`config.mk`:
```
export PLATFORM = sky130hd
export DESIGN_NAME = level_blob_decoder_flat
export DESIGN_NICKNAME = d
export VERILOG_FILES = /design/src/sv/lbd_pkg.sv /design/src/sv/lbd_if.sv /design/src/sv/lbd_cfg.sv /design/src/sv/lbd_hdr.sv /design/src/sv/lbd_judge.sv /design/src/sv/level_blob_decoder.sv /design/src/flat_wrapper.sv
export SDC_FILE = /design/constraint.sdc
export NUM_CORES = 1
export LEC_CHECK = 0
export BUFFER_PORTS_ARGS = -buffer_cell sky130_fd_sc_hd__buf_2
export CAP_MARGIN = 20
export CORE_MARGIN = 1
export CORE_UTILIZATION = 45
export DETAILED_ROUTE_END_ITERATION = 8
export GPL_ROUTABILITY_DRIVEN = 0
export GPL_TIMING_DRIVEN = 1
export PLACE_DENSITY = 0.63
export SLEW_MARGIN = 20
export SYNTH_ARGS = -nofsm -noshare
export SYNTH_HDL_FRONTEND = slang
export SYNTH_HIERARCHICAL = 1
export SYNTH_SLANG_ARGS = --single-unit
```
`constraint.sdc`:
```
create_clock -name clk -period 15.9 [get_ports clk]
set_clock_uncertainty 0.05 [all_clocks]
set_input_delay 3.18 -clock clk [delete_from_list [all_inputs] [get_ports clk]]
set_output_delay 3.18 -clock clk [all_outputs]
set_load 0.02 [all_outputs]
```
`src/sv/lbd_pkg.sv`:
```
package lbd_pkg;

	localparam int unsigned MAX_SPAN     = 512;
	localparam int unsigned HEADER_BYTES = 12;
	localparam int unsigned CFG_IDX_W    = 2;
	localparam int unsigned CFG_DATA_W   = 32;
	localparam int unsigned POS_W        = 17;
	localparam int unsigned COUNT_W      = 10;

	localparam logic [7:0] FORMAT_ONE  = 8'h01;
	localparam logic [7:0] FLAG_COUNTS = 8'h01;

	localparam logic [POS_W-1:0]   POS_MAX   = '1;
	localparam logic [COUNT_W-1:0] COUNT_MAX = '1;

	// register indexes
	localparam logic [CFG_IDX_W-1:0] REG_MIN_DAY   = 2'd0;
	localparam logic [CFG_IDX_W-1:0] REG_MAX_DAY   = 2'd1;
	localparam logic [CFG_IDX_W-1:0] REG_LEVEL_MAX = 2'd2;
	localparam logic [CFG_IDX_W-1:0] REG_UNKNOWN   = 2'd3;

	// verdict codes
	localparam logic [2:0] ERR_OK     = 3'd0;
	localparam logic [2:0] ERR_SHORT  = 3'd1;
	localparam logic [2:0] ERR_FORMAT = 3'd2;
	localparam logic [2:0] ERR_SPAN   = 3'd3;
	localparam logic [2:0] ERR_LENGTH = 3'd4;
	localparam logic [2:0] ERR_DAY    = 3'd5;
	localparam logic [2:0] ERR_LEVEL  = 3'd6;

	typedef struct packed {
		logic signed [31:0] min_day;
		logic signed [31:0] max_day;
		logic [7:0]         level_max;
		logic [7:0]         unknown_level;
	} cfg_t;

	// blob state with the current byte already folded in
	typedef struct packed {
		logic [POS_W-1:0]   pos;
		logic [7:0]         fmt;
		logic [7:0]         flags;
		logic [31:0]        first;
		logic [15:0]        span;
		logic [31:0]        total;
		logic [COUNT_W-1:0] known;
		logic               bad;
		logic               lvl_present;
		logic [8:0]         day_idx;
	} blob_stat_t;

	typedef struct packed {
		logic               level_present;
		logic [7:0]         level;
		logic [8:0]         day_index;
		logic               done_res;
		logic               accepted;
		logic [2:0]         error_code;
		logic signed [31:0] start_day;
		logic [9:0]         span;
		logic [31:0]        total;
		logic               counts_flag;
		logic [9:0]         filled;
	} res_t;

endpackage

```
`src/sv/lbd_if.sv`:
```
interface lbd_in_if;
	logic       valid;
	logic       ready;
	logic [7:0] blob_byte;
	logic       is_last;

	modport source (output valid, output blob_byte, output is_last, input ready);
	modport sink (input valid, input blob_byte, input is_last, output ready);
endinterface

interface lbd_out_if;
	logic               valid;
	logic               ready;
	logic               level_present;
	logic [7:0]         level;
	logic [8:0]         day_index;
	logic               done_res;
	logic               accepted;
	logic [2:0]         error_code;
	logic signed [31:0] start_day;
	logic [9:0]         span;
	logic [31:0]        total;
	logic               counts_flag;
	logic [9:0]         filled;

	modport source (
		output valid, output level_present, output level, output day_index,
		output done_res, output accepted, output error_code, output start_day,
		output span, output total, output counts_flag, output filled,
		input ready
	);
	modport sink (
		input valid, input level_present, input level, input day_index,
		input done_res, input accepted, input error_code, input start_day,
		input span, input total, input counts_flag, input filled,
		output ready
	);
endinterface

```
`src/sv/lbd_cfg.sv`:
```
module lbd_cfg (
	input  logic                             clk,
	input  logic                             arst_n,
	input  logic                             we,
	input  logic [lbd_pkg::CFG_IDX_W-1:0]    idx,
	input  logic [lbd_pkg::CFG_DATA_W-1:0]   wdata,
	output lbd_pkg::cfg_t                    cfg
);
	import lbd_pkg::*;

	cfg_t cfg_q;

	always_ff @(posedge clk or negedge arst_n) begin
		if (!arst_n) begin
			cfg_q.min_day       <= '0;
			cfg_q.max_day       <= '0;
			cfg_q.level_max     <= 8'd4;
			cfg_q.unknown_level <= 8'd255;
		end else if (we) begin
			case (idx)
				REG_MIN_DAY:   cfg_q.min_day       <= wdata;
				REG_MAX_DAY:   cfg_q.max_day       <= wdata;
				REG_LEVEL_MAX: cfg_q.level_max     <= wdata[7:0];
				REG_UNKNOWN:   cfg_q.unknown_level <= wdata[7:0];
				default: ;
			endcase
		end
	end

	assign cfg = cfg_q;

endmodule

```
`src/sv/lbd_hdr.sv`:
```
module lbd_hdr (
	input  logic                    clk,
	input  logic                    arst_n,
	input  logic                    take,
	input  logic [7:0]              blob_byte,
	input  logic                    is_last,
	input  lbd_pkg::cfg_t           cfg,
	output lbd_pkg::blob_stat_t     stat
);
	import lbd_pkg::*;

	logic [POS_W-1:0]   pos_q;
	logic [7:0]         fmt_q;
	logic [7:0]         flags_q;
	logic [31:0]        first_q;
	logic [15:0]        span_q;
	logic [31:0]        total_q;
	logic [COUNT_W-1:0] known_q;
	logic               bad_q;

	logic [POS_W-1:0] idx;
	logic             in_body;
	logic             lvl;
	logic             is_unknown;

	assign idx        = pos_q - POS_W'(HEADER_BYTES);
	assign in_body    = pos_q >= POS_W'(HEADER_BYTES);
	assign lvl        = in_body && (idx < {1'b0, span_q}) && (idx < POS_W'(MAX_SPAN));
	assign is_unknown = blob_byte == cfg.unknown_level;

	always_comb begin
		stat             = '0;
		stat.pos         = pos_q;
		stat.fmt         = fmt_q;
		stat.flags       = flags_q;
		stat.first       = first_q;
		stat.span        = span_q;
		stat.total       = total_q;
		stat.known       = known_q;
		stat.bad         = bad_q;
		stat.lvl_present = lvl;
		stat.day_idx     = lvl ? idx[8:0] : 9'd0;
		case (pos_q)
			POS_W'(0):  stat.fmt          = blob_byte;
			POS_W'(1):  stat.flags        = blob_byte;
			POS_W'(2):  stat.first[7:0]   = first_q[7:0]   | blob_byte;
			POS_W'(3):  stat.first[15:8]  = first_q[15:8]  | blob_byte;
			POS_W'(4):  stat.first[23:16] = first_q[23:16] | blob_byte;
			POS_W'(5):  stat.first[31:24] = first_q[31:24] | blob_byte;
			POS_W'(6):  stat.span[7:0]    = span_q[7:0]    | blob_byte;
			POS_W'(7):  stat.span[15:8]   = span_q[15:8]   | blob_byte;
			POS_W'(8):  stat.total[7:0]   = total_q[7:0]   | blob_byte;
			POS_W'(9):  stat.total[15:8]  = total_q[15:8]  | blob_byte;
			POS_W'(10): stat.total[23:16] = total_q[23:16] | blob_byte;
			POS_W'(11): stat.total[31:24] = total_q[31:24] | blob_byte;
			default: ;
		endcase
		if (lvl) begin
			if (blob_byte > cfg.level_max && !is_unknown) stat.bad = 1'b1;
			if (!is_unknown && known_q != COUNT_MAX) stat.known = known_q + 1'b1;
		end
	end

	always_ff @(posedge clk or negedge arst_n) begin
		if (!arst_n) begin
			pos_q   <= '0;
			fmt_q   <= '0;
			flags_q <= '0;
			first_q <= '0;
			span_q  <= '0;
			total_q <= '0;
			known_q <= '0;
			bad_q   <= 1'b0;
		end else if (take) begin
			if (is_last) begin
				pos_q   <= '0;
				fmt_q   <= '0;
				flags_q <= '0;
				first_q <= '0;
				span_q  <= '0;
				total_q <= '0;
				known_q <= '0;
				bad_q   <= 1'b0;
			end else begin
				if (pos_q != POS_MAX) pos_q <= pos_q + 1'b1;
				fmt_q   <= stat.fmt;
				flags_q <= stat.flags;
				first_q <= stat.first;
				span_q  <= stat.span;
				total_q <= stat.total;
				known_q <= stat.known;
				bad_q   <= stat.bad;
			end
		end
	end

endmodule

```
`src/sv/lbd_judge.sv`:
```
module lbd_judge (
	input  lbd_pkg::blob_stat_t stat,
	input  logic [7:0]          blob_byte,
	input  logic                is_last,
	input  lbd_pkg::cfg_t       cfg,
	output lbd_pkg::res_t       res
);
	import lbd_pkg::*;

	logic               short_err;
	logic               fmt_err;
	logic               span_err;
	logic               len_err;
	logic               day_err;
	logic signed [32:0] first_x;
	logic signed [32:0] last_day;
	logic signed [32:0] lo_x;
	logic signed [32:0] hi_x;
	logic [2:0]         code;

	assign short_err = stat.pos < POS_W'(HEADER_BYTES - 1);
	assign fmt_err   = (stat.fmt != FORMAT_ONE) || ((stat.flags & ~FLAG_COUNTS) != 8'd0);
	assign span_err  = (stat.span == 16'd0) || ({1'b0, stat.span} > POS_W'(MAX_SPAN));
	assign len_err   = stat.pos != (POS_W'(HEADER_BYTES - 1) + {1'b0, stat.span});

	assign first_x  = {stat.first[31], stat.first};
	assign lo_x     = {cfg.min_day[31], cfg.min_day};
	assign hi_x     = {cfg.max_day[31], cfg.max_day};
	// span is at most MAX_SPAN here, so 33 bits hold the last covered day
	assign last_day = first_x + $signed({17'd0, stat.span}) - 33'sd1;
	assign day_err  = (first_x < lo_x) || (first_x > hi_x) || (last_day > hi_x);

	always_comb begin
		if (short_err)     code = ERR_SHORT;
		else if (fmt_err)  code = ERR_FORMAT;
		else if (span_err) code = ERR_SPAN;
		else if (len_err)  code = ERR_LENGTH;
		else if (day_err)  code = ERR_DAY;
		else if (stat.bad) code = ERR_LEVEL;
		else               code = ERR_OK;
	end

	always_comb begin
		res               = '0;
		res.level_present = stat.lvl_present;
		res.level         = stat.lvl_present ? blob_byte : 8'd0;
		res.day_index     = stat.day_idx;
		if (is_last) begin
			res.done_res   = 1'b1;
			res.error_code = code;
			if (code == ERR_OK) begin
				res.accepted    = 1'b1;
				res.start_day   = stat.first;
				res.span        = stat.span[9:0];
				res.total       = stat.total;
				res.counts_flag = stat.flags[0];
				res.filled      = stat.known;
			end
		end
	end

endmodule

```
`src/sv/level_blob_decoder.sv`:
```
// channel   dir  payload                                      handshake
// blob_in   in   blob_byte, is_last                           valid/ready
// res_out   out  level_present .. filled (one per item)       valid/ready
// cfg       in   cfg_we, cfg_idx, cfg_wdata                   write on cfg_we
//
// one item per cycle while res_out is not stalled; its result is registered and appears in the cycle after acceptance
// the result register holds while res_out stalls; blob_in stays ready
// whenever that register is empty or being taken in the same cycle
// arst_n clears the parse state and the result valid, and sets the config registers to their defaults
module level_blob_decoder (
	input  logic                           clk,
	input  logic                           arst_n,
	lbd_in_if.sink                         blob_in,
	lbd_out_if.source                      res_out,
	input  logic                           cfg_we,
	input  logic [lbd_pkg::CFG_IDX_W-1:0]  cfg_idx,
	input  logic [lbd_pkg::CFG_DATA_W-1:0] cfg_wdata
);
	import lbd_pkg::*;

	cfg_t       cfg;
	blob_stat_t stat;
	res_t       res_n;
	res_t       res_s1;
	logic       out_valid_q;
	logic       take;

	assign blob_in.ready = !out_valid_q || res_out.ready;
	assign take          = blob_in.valid && blob_in.ready;

	lbd_cfg u_cfg (
		.clk   (clk),
		.arst_n(arst_n),
		.we    (cfg_we),
		.idx   (cfg_idx),
		.wdata (cfg_wdata),
		.cfg   (cfg)
	);

	lbd_hdr u_hdr (
		.clk      (clk),
		.arst_n   (arst_n),
		.take     (take),
		.blob_byte(blob_in.blob_byte),
		.is_last  (blob_in.is_last),
		.cfg      (cfg),
		.stat     (stat)
	);

	lbd_judge u_judge (
		.stat     (stat),
		.blob_byte(blob_in.blob_byte),
		.is_last  (blob_in.is_last),
		.cfg      (cfg),
		.res      (res_n)
	);

	always_ff @(posedge clk or negedge arst_n) begin
		if (!arst_n) begin
			out_valid_q <= 1'b0;
		end else if (take) begin
			out_valid_q <= 1'b1;
		end else if (res_out.ready) begin
			out_valid_q <= 1'b0;
		end
	end

	always_ff @(posedge clk) begin
		if (take) res_s1 <= res_n;
	end

	assign res_out.valid         = out_valid_q;
	assign res_out.level_present = res_s1.level_present;
	assign res_out.level         = res_s1.level;
	assign res_out.day_index     = res_s1.day_index;
	assign res_out.done_res      = res_s1.done_res;
	assign res_out.accepted      = res_s1.accepted;
	assign res_out.error_code    = res_s1.error_code;
	assign res_out.start_day     = res_s1.start_day;
	assign res_out.span          = res_s1.span;
	assign res_out.total         = res_s1.total;
	assign res_out.counts_flag   = res_s1.counts_flag;
	assign res_out.filled        = res_s1.filled;

endmodule

```
`src/flat_wrapper.sv`:
```
// flat-port wrapper written by rule: the top's interface ports become plain ports
module level_blob_decoder_flat import lbd_pkg::*;
  (clk, arst_n, cfg_we, cfg_idx, cfg_wdata, blob_in_valid, blob_in_blob_byte, blob_in_is_last, blob_in_ready, res_out_valid, res_out_level_present, res_out_level, res_out_day_index, res_out_done_res, res_out_accepted, res_out_error_code, res_out_start_day, res_out_span, res_out_total, res_out_counts_flag, res_out_filled, res_out_ready);
  lbd_in_if blob_in_i ();
  lbd_out_if res_out_i ();
  input  logic clk;
  input  logic arst_n;
  input  logic cfg_we;
  input  logic [lbd_pkg::CFG_IDX_W-1:0] cfg_idx;
  input  logic [lbd_pkg::CFG_DATA_W-1:0] cfg_wdata;
  input wire logic [$bits(blob_in_i.valid)-1:0] blob_in_valid;
  input wire logic [$bits(blob_in_i.blob_byte)-1:0] blob_in_blob_byte;
  input wire logic [$bits(blob_in_i.is_last)-1:0] blob_in_is_last;
  output wire logic [$bits(blob_in_i.ready)-1:0] blob_in_ready;
  output wire logic [$bits(res_out_i.valid)-1:0] res_out_valid;
  output wire logic [$bits(res_out_i.level_present)-1:0] res_out_level_present;
  output wire logic [$bits(res_out_i.level)-1:0] res_out_level;
  output wire logic [$bits(res_out_i.day_index)-1:0] res_out_day_index;
  output wire logic [$bits(res_out_i.done_res)-1:0] res_out_done_res;
  output wire logic [$bits(res_out_i.accepted)-1:0] res_out_accepted;
  output wire logic [$bits(res_out_i.error_code)-1:0] res_out_error_code;
  output wire logic [$bits(res_out_i.start_day)-1:0] res_out_start_day;
  output wire logic [$bits(res_out_i.span)-1:0] res_out_span;
  output wire logic [$bits(res_out_i.total)-1:0] res_out_total;
  output wire logic [$bits(res_out_i.counts_flag)-1:0] res_out_counts_flag;
  output wire logic [$bits(res_out_i.filled)-1:0] res_out_filled;
  input wire logic [$bits(res_out_i.ready)-1:0] res_out_ready;
  assign blob_in_i.valid = blob_in_valid;
  assign blob_in_i.blob_byte = blob_in_blob_byte;
  assign blob_in_i.is_last = blob_in_is_last;
  assign blob_in_ready = blob_in_i.ready;
  assign res_out_valid = res_out_i.valid;
  assign res_out_level_present = res_out_i.level_present;
  assign res_out_level = res_out_i.level;
  assign res_out_day_index = res_out_i.day_index;
  assign res_out_done_res = res_out_i.done_res;
  assign res_out_accepted = res_out_i.accepted;
  assign res_out_error_code = res_out_i.error_code;
  assign res_out_start_day = res_out_i.start_day;
  assign res_out_span = res_out_i.span;
  assign res_out_total = res_out_i.total;
  assign res_out_counts_flag = res_out_i.counts_flag;
  assign res_out_filled = res_out_i.filled;
  assign res_out_i.ready = res_out_ready;
  level_blob_decoder u_core (.clk(clk), .arst_n(arst_n), .blob_in(blob_in_i), .res_out(res_out_i), .cfg_we(cfg_we), .cfg_idx(cfg_idx), .cfg_wdata(cfg_wdata));
endmodule
```
# == Yosys cells after proc, flatten, opt, wreduce, memory -nomap -nowiden ==
# Cells that the tools add are included.
# op_classes
addsub,6
order_cmp,9
n_eq_ne,19
muxes,35
n_bitwise,10
n_reduce_logical,25
# ops
op,n
8-bit 2-to-1 mux,14
90-bit 2-to-1 mux,1
85-bit 2-to-1 mux,1
8-bit OR,10
"17-bit by 3-bit equality test with 1-bit output, second input constant",4
"17-bit by 4-bit equality test with 1-bit output, second input constant",4
32-bit 2-to-1 mux,2
"17-bit by 2-bit equality test with 1-bit output, second input constant",2
17-bit 2-to-1 mux,2
32-bit by 17-bit adder with 33-bit output,1
33-bit by 32-bit greater-than comparator with 1-bit output,1
"33-bit by 2-bit subtractor with 33-bit output, second input constant",1
32-bit greater-than comparator,1
32-bit < comparator,1
10-bit 2-to-1 mux,2
3-bit 2-to-1 mux,6
"17-bit by 1-bit adder with 17-bit output, second input constant",1
"4-bit by 16-bit adder with 17-bit output, first input constant",1
"17-bit by 1-bit equality test with 1-bit output, second input constant",1
"17-bit by 4-bit >= comparator with 1-bit output, second input constant",1
17-bit logical NOT,1
"17-bit by 10-bit < comparator with 1-bit output, second input constant",1
17-bit by 16-bit < comparator with 1-bit output,1
"17-bit by 4-bit < comparator with 1-bit output, second input constant",1
23 further kinds,43
# totals
regBits,313
input_bits,48
wordCells,128

# == Depth between registers and ports, before layout ==
# logic_depth
word_depth,14
mapped_depth,37
mapped_depth_nobuf,31

# == By module ==
# Netlist, hierarchy kept.
# by_module_without_submodules
module,n_inst,cells_each,area_each_um2
lbd_hdr,1,838,7345.8
lbd_judge,1,823,5721.7
level_blob_decoder,1,112,3296.9
lbd_cfg,1,170,2984.1

# == Worst setup path after synthesis ==
# No wires, ideal clock.
# synth_timing
path_type,in2reg
start,input port blob_in_blob_byte[3]
end,"register u_core.res_s1 (netlist bit u_core/res_out.span[0]), data pin"
setup_ns,0.255
t_arrival_ns,8.414
required_time_ns,15.595
path_slack_ns,7.181
path_stages,30
n_path_buf,5
path_cell_list,clkbuf_1 > clkbuf_1 > nand2_1 > nand2_1 > clkbuf_1 > inv_1 > ha_1 > inv_1 > ha_1 > o21a_1 > a21oi_1 > a211oi_1 > o31a_1 > o21ai_0 > o21ai_0 > a21o_1 > a21oi_1 > xnor2_1 > ha_1 > nand4_1 > nor4_1 > nand2_1 > o221ai_1 > a21oi_1 > o211a_1 > o21ai_0 > nor4_4 > buf_4 > buf_6 > and2_1
# synth_lines
element,line_no,text
from (decl),flat_wrapper.sv:12,input wire logic [$bits(blob_in_i.blob_byte)-1:0] blob_in_blob_byte;
to (signal assigned),level_blob_decoder.sv:69,if (take) res_s1 <= res_n;
to (decl),level_blob_decoder.sv:24,res_t res_s1;

==> flow_metrics.env <==
export IMPL_status="finished, final reports clean"
export IMPL_wl_mm=52.1
export IMPL_ys_seq_elements=313
export IMPL_dieArea_um2=43800
export IMPL_grt_overflow=0
export IMPL_grt_max_degree=94
export IMPL_worst_slew_pin_slew_ns=1.04
export IMPL_dr_pass1_iters=6
export IMPL_htree_levels=2
export IMPL_layout_min_cycle_time_ns=9.13
export IMPL_clockRootBuffer="clkbuf_16"
export IMPL_timing_rr_start="u_core/u_hdr/pos_q[7]$_DFFE_PN0P_"
export IMPL_power_mw=2.68
export IMPL_ctsResizeCount=0
export IMPL_postCtsSetupRepairBufs=0
export IMPL_syn2layout_area_growth_pct=11.7
export IMPL_die_h_um=209
export IMPL_final_layout_size_suffix_gt1_share_pct=16.5
export IMPL_critPathLaunch="blob_in_blob_byte[7]"
export IMPL_grt_first_pass_wirelength_mm=80.8
export IMPL_cts_hold_buffers=0
export IMPL_netlist_area_um2=19300
export IMPL_clk_pin_slew_worst_paths_ns=0.05
export IMPL_async_flop_share_pct=65.5
export IMPL_num_antenna_cells=0
export IMPL_synth_enable_flop_cells=108
export IMPL_end_kind="register"
export IMPL_p_per_area_nw_per_um2=124
export IMPL_dp_cells=2540
export IMPL_vias=14630
export IMPL_critPathMaxFanout=86
export IMPL_place_hpwl_mm=37.0
export IMPL_yosysWarnings=6
export IMPL_leakagePower_nw=10.6
export IMPL_cts_buffer_depth=3
export IMPL_ant_nets=0
export IMPL_drtIter0Drc=1110
export IMPL_fmax_ghz=0.110
export IMPL_critPathArrivalTime_ns=9.48
export IMPL_clock_sinks=313
export IMPL_cts_inserted_buffers=36
export IMPL_synth_flop_cell="dfrtp_1"
export IMPL_avgSynthCellArea_um2=9.96
export IMPL_vdd_drop_max_mv=0.0955
export IMPL_die_w_um=209
export IMPL_fin_setup_tns_ns=0
export IMPL_drc=0
export IMPL_slew_headroom_pct=30.4
export IMPL_finalSetupViolCount=0
export IMPL_grt_util_all_layers_pct=23.8
export IMPL_hold_path_startpoint="u_core/u_hdr/first_q[1]$_DFFE_PN0P_"
export IMPL_worstSetupPathType="in2reg"
export IMPL_worstRegToRegCells=29
export IMPL_final_util_pct=51.3
export IMPL_period_share_pct=57.4
export IMPL_seq_area_frac_synth_pct=43.3
export IMPL_antenna_found_initial=0
export IMPL_hold_path_class="reg2reg"
export IMPL_wl_per_cell_um=20.0
export IMPL_initial_core_util_pct=45.9
export IMPL_endpoint="u_core/res_out.start_day[8]$_DFFE_PP_"
export IMPL_hold_violations=0
export IMPL_synth_cells=1943
export IMPL_finalMaxSlewViolations=0
export IMPL_io_pins=158
export IMPL_clock_latency_ns=0.56
export IMPL_numPortBuffers=157
export IMPL_cap_violations=0
export IMPL_worstReg2RegEnd="u_core/res_out.start_day[8]$_DFFE_PP_"
export IMPL_rows=75
export IMPL_grt_pass1_vias=14088
export IMPL_ys_types=79
export IMPL_critPathLaunchType="input port"
export IMPL_core_um2=42100
export IMPL_cts_tree="yes"
export IMPL_critPathRequiredTime_ns=16.25
export IMPL_routed_via_density=5.61
export IMPL_synth_fp_nets=2169
export IMPL_ff2ff_setup_slack_ns=7.20
export IMPL_final_nets=2266
export IMPL_rsz0062_at_grt="false"
export IMPL_final_cells=2607
==> logic make-up after synthesis <==
group	synth area share [%]
buffers and inverters	6.43
muxes	5.78
adders and majority gates	11.5
and+or+nand+nor	15.4
AOI/OAI and AO/OA	13.8
DFF	43.3
xor gates and xnor gates	3.71
==> metrics by stage <==
stage	instance area, µm²	setup slack, ns	hold slack (ns)
after CTS	21600	6.79	0.447
final	21600	6.77	0.445
after floorplan	19300	7.18	0.408
after global routing	21600	6.19	0.463
after detailed placement	20400	6.24	0.433
after global placement	20400	6.32	0.426
==> area by class of cell <==
cell class / count / area (µm²)
fill: 3803 / 20500
multi-input combinational: 1335 / 9730
sequential: 313 / 8380
clock buffer: 54 / 1070
timing repair buffer: 167 / 870
inverter: 187 / 702
tap: 539 / 674
clock inverter: 12 / 170
==> placed cells by master (no fill, tap or decap), drive strengths merged, types with 11 or more instances in the layout <==
cell type  count
a211oi        15
a21o          93
a21oi        149
a22o          11
a22oi         11
and2         111
and3          26
buf          166
clkbuf        55
dfrtp        196
edfxtp       108
ha           177
inv          190
mux2          94
nand2         98
nand3         27
nand4         36
nor2         151
nor2b         17
nor3          24
nor4          21
o21ai         49
xnor2         54
xor2          28
==> worst min-delay path by stage <==
stage | endpoint | cells past startpoint | slack, ns
CTS | u_core/u_hdr/span_q[5]$_DFFE_PN0P_ | 2 | 0.45
global route | u_core/u_hdr/span_q[7]$_DFFE_PN0P_ | 2 | 0.46
global placement | u_core/u_hdr/span_q[13]$_DFFE_PN0P_ | 2 | 0.43
finish | u_core/u_hdr/first_q[1]$_DFFE_PN0P_ | 2 | 0.45
detailed placement | u_core/u_hdr/span_q[5]$_DFFE_PN0P_ | 2 | 0.43
floorplan | u_core/u_cfg/cfg[76]$_DFFE_PN0P_ | 1 | 0.41
==> critical path, cell delays in order <==
cell	delay, ns
buf_2	0.42
nand2_1	0.10
nand2_1	0.24
inv_1	0.14
ha_1	0.30
inv_1	0.04
ha_1	0.36
a2111o_1	0.42
o21ai_0	0.13
a211oi_1	0.13
o31a_1	0.34
o21ai_0	0.27
o21ai_0	0.27
a21o_1	0.23
a21oi_1	0.17
xnor2_1	0.09
ha_1	0.29
nand4_1	0.15
nor4_1	0.38
nand4_1	0.18
nand3_1	0.12
o211a_1	0.14
o21ai_0	0.15
nor4_4	0.28
buf_4	0.67
and2_1	0.23
==> power breakdown <==
| part | internal [mW] | total [mW] | switching [mW] |
|---|---|---|---|
| registers | 0.918 | 0.967 | 0.0498 |
| logic | 0.367 | 0.845 | 0.478 |
| clock network | 0.533 | 0.871 | 0.338 |
==> state kept, by name, summed over array words and instances, names as in the netlist <==
signal	cells
u_core/u_cfg/cfg	80
u_core/res_out.start_day	32
u_core/res_out.total	32
u_core/u_hdr/first_q	32
u_core/u_hdr/total_q	32
u_core/u_hdr/pos_q	17
u_core/u_hdr/span_q	16
u_core/res_out.filled	10
u_core/res_out.span	10
u_core/u_hdr/known_q	10
u_core/res_out.day_index	9
u_core/res_out.level	8
u_core/u_hdr/flags_q	8
u_core/u_hdr/fmt_q	8
u_core/res_out.error_code	3
u_core/res_out.accepted	1
u_core/res_out.counts_flag	1
u_core/res_out.done_res	1
u_core/res_out.level_present	1
u_core/res_out.valid	1
u_core/u_hdr/bad_q	1
==> synthesized netlist by cell type (all sizes together), types with 17 or more instances <==
cell | count | area share (%)
xor2 | 28 | 1.3
xnor2 | 54 | 2.4
edfxtp | 108 | 17
nand2 | 98 | 1.9
nor3 | 24 | 0.62
a21oi | 149 | 3.9
clkbuf | 67 | 1.3
ha | 177 | 11
and2 | 111 | 3.6
a21o | 93 | 3.6
mux2 | 94 | 5.5
nand4 | 36 | 1.2
and3 | 26 | 0.84
inv | 187 | 3.6
nor4 | 21 | 0.83
dfrtp | 196 | 25
o21ai | 49 | 1.3
nand3 | 27 | 0.70
nor2 | 151 | 2.9
nor2b | 17 | 0.55
buf | 41 | 1.5
==> metal layers <==
metal / GRT usage (%) / vias up / part of all wire (%)
li1: - / 7005 / -
met1: 32.2 / 7116 / 45
met2: 39.0 / 430 / 47
met3: 3.89 / 79 / 5.4
met4: 7.53 / 0 / 2.8
met5: 0 / - / 0
(Power assumes the default switching activity.)
